`src/design/utf8d_pkg.sv`:
```
// ----------------------------------------------------------------------------
// utf8d_pkg
// Shared types, widths and the lead byte decode for the UTF-8 stream decoder.
// ----------------------------------------------------------------------------
package utf8d_pkg;

    localparam int BYTE_W   = 8;
    localparam int CP_W     = 31;
    localparam int CNT_W    = 3;
    localparam int CONT_W   = 6;

    localparam logic [BYTE_W-1:0] PAYLOAD_MASK = 8'h7F;
    localparam logic [CNT_W-1:0]  LEN_STRAY    = 3'd0;
    localparam logic [CNT_W-1:0]  LEN_SINGLE   = 3'd1;

    typedef struct packed {
        logic              hit;
        logic [CP_W-1:0]   code_point;
        logic [CNT_W-1:0]  byte_count;
        logic              stray_lead;
    } utf8d_result_t;

    // sequence length from a lead byte with its top bit set; zero marks a stray
    function automatic logic [CNT_W-1:0] lead_length(input logic [BYTE_W-1:0] b);
        logic [CNT_W-1:0] len;
        len = LEN_STRAY;
        case (b) inside
            [8'hC0:8'hDF]: len = 3'd2;
            [8'hE0:8'hEF]: len = 3'd3;
            [8'hF0:8'hF7]: len = 3'd4;
            [8'hF8:8'hFB]: len = 3'd5;
            [8'hFC:8'hFD]: len = 3'd6;
            default:       len = LEN_STRAY;
        endcase
        return len;
    endfunction

endpackage

```
`src/design/utf8d_core.sv`:
```
// ----------------------------------------------------------------------------
// utf8d_core
// Sequence state and decode logic: one byte per step, result when complete.
// ----------------------------------------------------------------------------
module utf8d_core
    import utf8d_pkg::*;
(
    input  logic                clk,
    input  logic                rst_n,
    input  logic                step,
    input  logic [BYTE_W-1:0]   byte_val,
    output utf8d_result_t       result
);

    logic [CP_W-1:0]  accumulator_reg;
    logic [CP_W-1:0]  accumulator_next;
    logic [CNT_W-1:0] bytes_left_reg;
    logic [CNT_W-1:0] bytes_left_next;
    logic [CNT_W-1:0] seq_len_reg;
    logic [CNT_W-1:0] seq_len_next;
    logic [CNT_W-1:0] len;

    always_comb
    begin
        accumulator_next = accumulator_reg;
        bytes_left_next  = bytes_left_reg;
        seq_len_next     = seq_len_reg;
        result           = '0;
        len              = lead_length(byte_val);
        if (bytes_left_reg != '0)
        begin
            // shift in continuation payload
            accumulator_next = {accumulator_reg[CP_W-CONT_W-1:0], byte_val[CONT_W-1:0]};
            bytes_left_next  = bytes_left_reg - CNT_W'(1);
            if (bytes_left_reg == CNT_W'(1))
            begin
                result.hit        = 1'b1;
                result.code_point = accumulator_next;
                result.byte_count = seq_len_reg;
            end
        end
        else if (!byte_val[BYTE_W-1])
        begin
            result.hit        = 1'b1;
            result.code_point = CP_W'(byte_val);
            result.byte_count = LEN_SINGLE;
        end
        else if (len == LEN_STRAY)
        begin
            // pass through raw with flag
            result.hit        = 1'b1;
            result.code_point = CP_W'(byte_val);
            result.byte_count = LEN_SINGLE;
            result.stray_lead = 1'b1;
        end
        else
        begin
            accumulator_next = CP_W'(byte_val & (PAYLOAD_MASK >> len));
            seq_len_next     = len;
            bytes_left_next  = len - CNT_W'(1);
        end
    end

    always_ff @(posedge clk or negedge rst_n)
    begin
        if (!rst_n)
        begin
            accumulator_reg <= '0;
            bytes_left_reg  <= '0;
            seq_len_reg     <= '0;
        end
        else if (step)
        begin
            accumulator_reg <= accumulator_next;
            bytes_left_reg  <= bytes_left_next;
            seq_len_reg     <= seq_len_next;
        end
    end

endmodule

```
`src/design/utf8_stream_decoder.sv`:
```
// ----------------------------------------------------------------------------
// utf8_stream_decoder
// Byte-wide UTF-8 decoder with a registered input beat and a registered result.
//
//   channel | direction | handshake          | payload
//   --------+-----------+--------------------+-------------------------------------
//   in      | sink      | in_valid/in_stall  | byte_in[7:0]
//   out     | source    | out_valid/out_stall| code_point[30:0], byte_count[2:0],
//           |           |                    | stray_lead
//
// One byte is taken every cycle unless in_stall is high; the result of a completing
// byte passes through the input register, then the result register.
// Reset clears both valid flags and the sequence state.
// A held result stalls the input register; in_stall follows out_stall at once,
// so no beat is lost or repeated.
// ----------------------------------------------------------------------------
module utf8_stream_decoder
    import utf8d_pkg::*;
(
    input  logic               clk,
    input  logic               rst_n,
    input  logic               in_valid,
    output logic               in_stall,
    input  logic [BYTE_W-1:0]  byte_in,
    output logic               out_valid,
    input  logic               out_stall,
    output logic [CP_W-1:0]    code_point,
    output logic [CNT_W-1:0]   byte_count,
    output logic               stray_lead
);

    logic              in_valid_reg;
    logic [BYTE_W-1:0] in_byte_reg;
    logic              out_valid_reg;
    logic [CP_W-1:0]   code_point_reg;
    logic [CNT_W-1:0]  byte_count_reg;
    logic              stray_lead_reg;
    logic              advance;
    logic              step;
    utf8d_result_t     result;

    assign advance  = !out_valid_reg || !out_stall;
    assign step     = in_valid_reg && advance;
    assign in_stall = in_valid_reg && !advance;

    utf8d_core u_core (
        .clk      (clk),
        .rst_n    (rst_n),
        .step     (step),
        .byte_val (in_byte_reg),
        .result   (result)
    );

    always_ff @(posedge clk or negedge rst_n)
    begin
        if (!rst_n)
        begin
            in_valid_reg <= 1'b0;
        end
        else if (!in_stall)
        begin
            in_valid_reg <= in_valid;
        end
    end

    always_ff @(posedge clk)
    begin
        if (!in_stall && in_valid)
        begin
            in_byte_reg <= byte_in;
        end
    end

    always_ff @(posedge clk or negedge rst_n)
    begin
        if (!rst_n)
        begin
            out_valid_reg <= 1'b0;
        end
        else if (advance)
        begin
            out_valid_reg <= step && result.hit;
        end
    end

    always_ff @(posedge clk)
    begin
        if (step && result.hit)
        begin
            code_point_reg <= result.code_point;
            byte_count_reg <= result.byte_count;
            stray_lead_reg <= result.stray_lead;
        end
    end

    assign out_valid  = out_valid_reg;
    assign code_point = code_point_reg;
    assign byte_count = byte_count_reg;
    assign stray_lead = stray_lead_reg;

endmodule
```
`config.mk`:
```
export PLATFORM = sky130hd
export DESIGN_NAME = utf8_stream_decoder
export DESIGN_NICKNAME = d
export VERILOG_FILES = /design/src/design/utf8d_pkg.sv /design/src/design/utf8d_core.sv /design/src/design/utf8_stream_decoder.sv
export SDC_FILE = /design/constraint.sdc
export NUM_CORES = 1
export LEC_CHECK = 0
export ABC_AREA = 0
export BUFFER_PORTS_ARGS = -buffer_cell sky130_fd_sc_hd__buf_2
export CAP_MARGIN = 40
export CORE_ASPECT_RATIO = 0.5
export CORE_MARGIN = 2
export CORE_UTILIZATION = 40
export CTS_CLUSTER_SIZE = 40
export DETAILED_ROUTE_END_ITERATION = 7
export GPL_ROUTABILITY_DRIVEN = 0
export PLACE_DENSITY = 0.59
export SLEW_MARGIN = 0
export SYNTH_ARGS = -nofsm -noshare
export SYNTH_HDL_FRONTEND = slang
export SYNTH_SLANG_ARGS = --single-unit
export TNS_END_PERCENT = 10
```
`constraint.sdc`:
```
create_clock -name clk -period 3.8 [get_ports clk]
set_clock_uncertainty 0.05 [all_clocks]
set_input_delay 0.57 -clock clk [delete_from_list [all_inputs] [get_ports clk]]
set_output_delay 0.57 -clock clk [all_outputs]
set_load 0.01 [all_outputs]
```
==> run_results.csv <==
group,metric,value,unit
sta,timing.final.crit_share,72.5,%
yosys,synth.area.top_cells,"edfxtp_1 (41%), dfrtp_1 (26%), and2_1 (6.6%)",
global_routing,grt_pass1_vias,1885,
final_layout,drive_above_1_share,29.2,%
critical_path,cp.arrival,2.75,ns
critical_path,crit_type,"reg -> reg",
global_routing,grt_usage,15.2,%
global_routing,grt_max_degree,36,
yosys,ys_types,43,
yosys,syn-num-nets,240,
clock_tree,clkLatencyLatePin,0.33,ns
drt,dr.pass1.iters,4,
yosys,yosysTopAreaCell,"edfxtp_1",
pwr,cellPowerDensity,733,mW/mm^2
clock_tree,clk_pin_slew,0.06,ns
pwr,swShare,30.6,%
final_layout,final_common_cell,"buf_2",
clock_tree,cts.sinks,76,
sta,worst_slew_pin_slew,0.779,ns
sta,maxSlewViolCount,0,
drt,drc_errors,0,
final_layout,area_growth,19.6,%
drt,antenna_left,0,
clock_tree,numCtsBuffers,9,
yosys,ys.flop_type,"edfxtp_1",
drt,via_per_inst,4.89,
global_routing,grt_pass1_wl,9520,um
sta,slew_headroom,47.9,%
flow_run,maxCapViolations,0,
global_routing,antenna_found_initial,0,
critical_path,start_kind,"flip-flop",
die,num_rows,22,
die,dieWidth,130,um
yosys,synth.cell_area,0.00315,mm^2
sta,setup_slack,1.05,ns
placement,io_buffers,48,
pwr,power_frac_seq,47.2,%
drt,postRouteWirelength,5760,um
global_routing,gr-total-overflow,0,
sta,finalSetupTns,0,ns
placement,dp_hpwl,3890,um
critical_path,cp.required,3.79,ns
sta,max_freq,363,MHz
clock_tree,h-tree-depth,3,
sta,final-setup-viol-count,0,
sta,fin_crit,2.75,ns
drt,wl_per_cell,14.8,um
sta,hold_viol_final,0,
die,fp.coreArea,0.00749,mm^2
die,num_io_pins,49,
die,die-area,0.00865,mm^2
yosys,synth_top_cell_area_share,41.0,%
clock_tree,post_cts_buffers,0,
yosys,postSynthAreaPerCell,14.2,um^2
pwr,p_sw,845,uW
final_layout,fin_nets,294,
sta,rsz0062_at_grt,"no",
critical_path,crit_fanout,35,
clock_tree,ctsRootBufferMaster,"clkbuf_16",
die,initial_core_util,42.1,%
clock_tree,ctsResizeCount,0,
yosys,ys_seq_elements,76,
final_layout,fillCellCount,696,
placement,place_ws,1.09,ns
yosys,synth_edf_count,43,
critical_path,path_cells,"nand2b_1, a21oi_1, inv_1, ha_1, o21ai_1, o21bai_1, and2_1, buf_4",
pwr,pwr-share-comb,25.3,%
clock_tree,cts_tree,"built",
pwr,ir_drop,305,uV
critical_path,critPathBufInv,2,
critical_path,slowest_delay,0.48,ns
yosys,synthCells,222,
final_layout,final_cell_mix,"buf_2 (48), edfxtp_1 (43), and2_1 (33), dfrtp_1 (33), a22o_1 (21)",
die,die_h,66.8,um
pwr,p_int,1920,uW
clock_tree,clockBufferDepth,2,
final_layout,largest_reg_flops,31,
drt,drt_iter0_drc,91,
min_path,hp-class,"in -> async",
pwr,clock_power_share,27.5,%
clock_tree,cts_hold_buf,0,
final_layout,antenna_cells,0,
critical_path,end_kind,"flip-flop",
yosys,async_flop_share,43.4,%
critical_path,cpMaxStageDelayCell,"edfxtp_1",
critical_path,critPathTopFamily,"compound AO/OA/AOI/OAI gates",
yosys,ys_warn_count,0,
outcome,status,"finished clean",
yosys,ys_seq_area_share,67.2,%
drt,dr_total_vias,1902,
pwr,leakagePower,0.00162,uW
-- power by group through the flow --
stage                     clock network [uW]  logic [uW]  registers, uW
after floorplan                            0         477           1320
after global placement                     0         690           1310
after detailed placement                   0         708           1320
after CTS                                783         711           1310
after global routing                     819         783           1340
final                                    761         698           1300
-- cells by family after synthesis --
kind of cell,after synthesis,synth area share [%]
muxes,10,3.41
adders and majority gates,6,2.38
AOI/OAI and AO/OA,42,10.7
buffers and inverters,19,3.02
and+or+nand+nor,69,13.3
DFF,76,67.2
-- through the flow --
| stage | cell area, um^2 | instances | power [uW] | hold slack [ns] | utilization [%] |
|---|---|---|---|---|---|
| after floorplan | 3150 | 222 | 1800 | 0.224 | - |
| after CTS | 3770 | 389 | 2800 | 0.274 | 50.3 |
| after detailed placement | 3500 | 373 | 2030 | 0.420 | 46.8 |
| after global placement | 3500 | 373 | 2000 | 0.429 | 46.8 |
| final | 3770 | 389 | 2760 | 0.254 | 50.3 |
| after global routing | 3770 | 389 | 2940 | 0.308 | 50.3 |
-- Yosys cell counts, types with 2 or more instances --
master and instances:
and2_1 33, dfrtp_1 33, nand3_1 7, o21ai_0 4, mux2i_1 4, buf_6 2
clkbuf_1 3, a21o_1 2, ha_1 6, nor3_1 3, nor2_1 6, a22o_1 21
buf_4 2, and3_1 2, a21oi_1 4, edfxtp_1 43, mux2_2 6, inv_1 11
nand2b_1 3, nand2_1 4
-- worst paths after layout --
path | startpoint | endpoint | cells past startpoint | slack [ns]
setup / recovery | in_byte_reg[2]$_DFFE_PP_ | code_point[28]$_SDFFCE_PN0P_ | 8 | 1.05
hold / removal | rst_n | u_core.seq_len_reg[0]$_DFFE_PN0P_ | 1 | 0.25
setup reg to reg | in_byte_reg[2]$_DFFE_PP_ | code_point[28]$_SDFFCE_PN0P_ | 8 | 1.05
hold reg to reg | u_core.seq_len_reg[2]$_DFFE_PN0P_ | u_core.seq_len_reg[2]$_DFFE_PN0P_ | 1 | 0.43
max in group asynchronous | rst_n | u_core.accumulator_reg[14]$_DFFE_PN0P_ | 1 | 2.96
min in group clk | byte_in[1] | in_byte_reg[1]$_DFFE_PP_ | 1 | 0.36
-- cell type report --
type,count,area [um^2],area share (%)
clock buffers,10,229,6.08
clock inverters,6,38.8,1.03
inverters,11,41.3,1.10
multi-input cells,127,945,25.1
flip-flops and latches,76,2120,56.2
well taps,108,135,3.59
repair buffers,51,263,6.97
-- per-layer routing --
layer | up-vias | share of wire [%] | global-route usage [%]
met3 | 14 | 6.6 | 5.46
met2 | 67 | 43 | 21.6
met5 | - | 0 | 0
li1 | 919 | - | -
met4 | 0 | 2.4 | 8.33
met1 | 902 | 48 | 20.4
-- worst register-to-register path: cells and delay by family (launching register included) --
kind,cells,cell delay [ns]
AO/OA/AOI/OAI,3,0.85
flip-flops,1,0.48
buffers and inverters,2,0.40
AND/OR/NAND/NOR,2,0.39
adder cells (fa/ha/maj),1,0.28
Note: power is estimated with default switching activity, not from simulation.
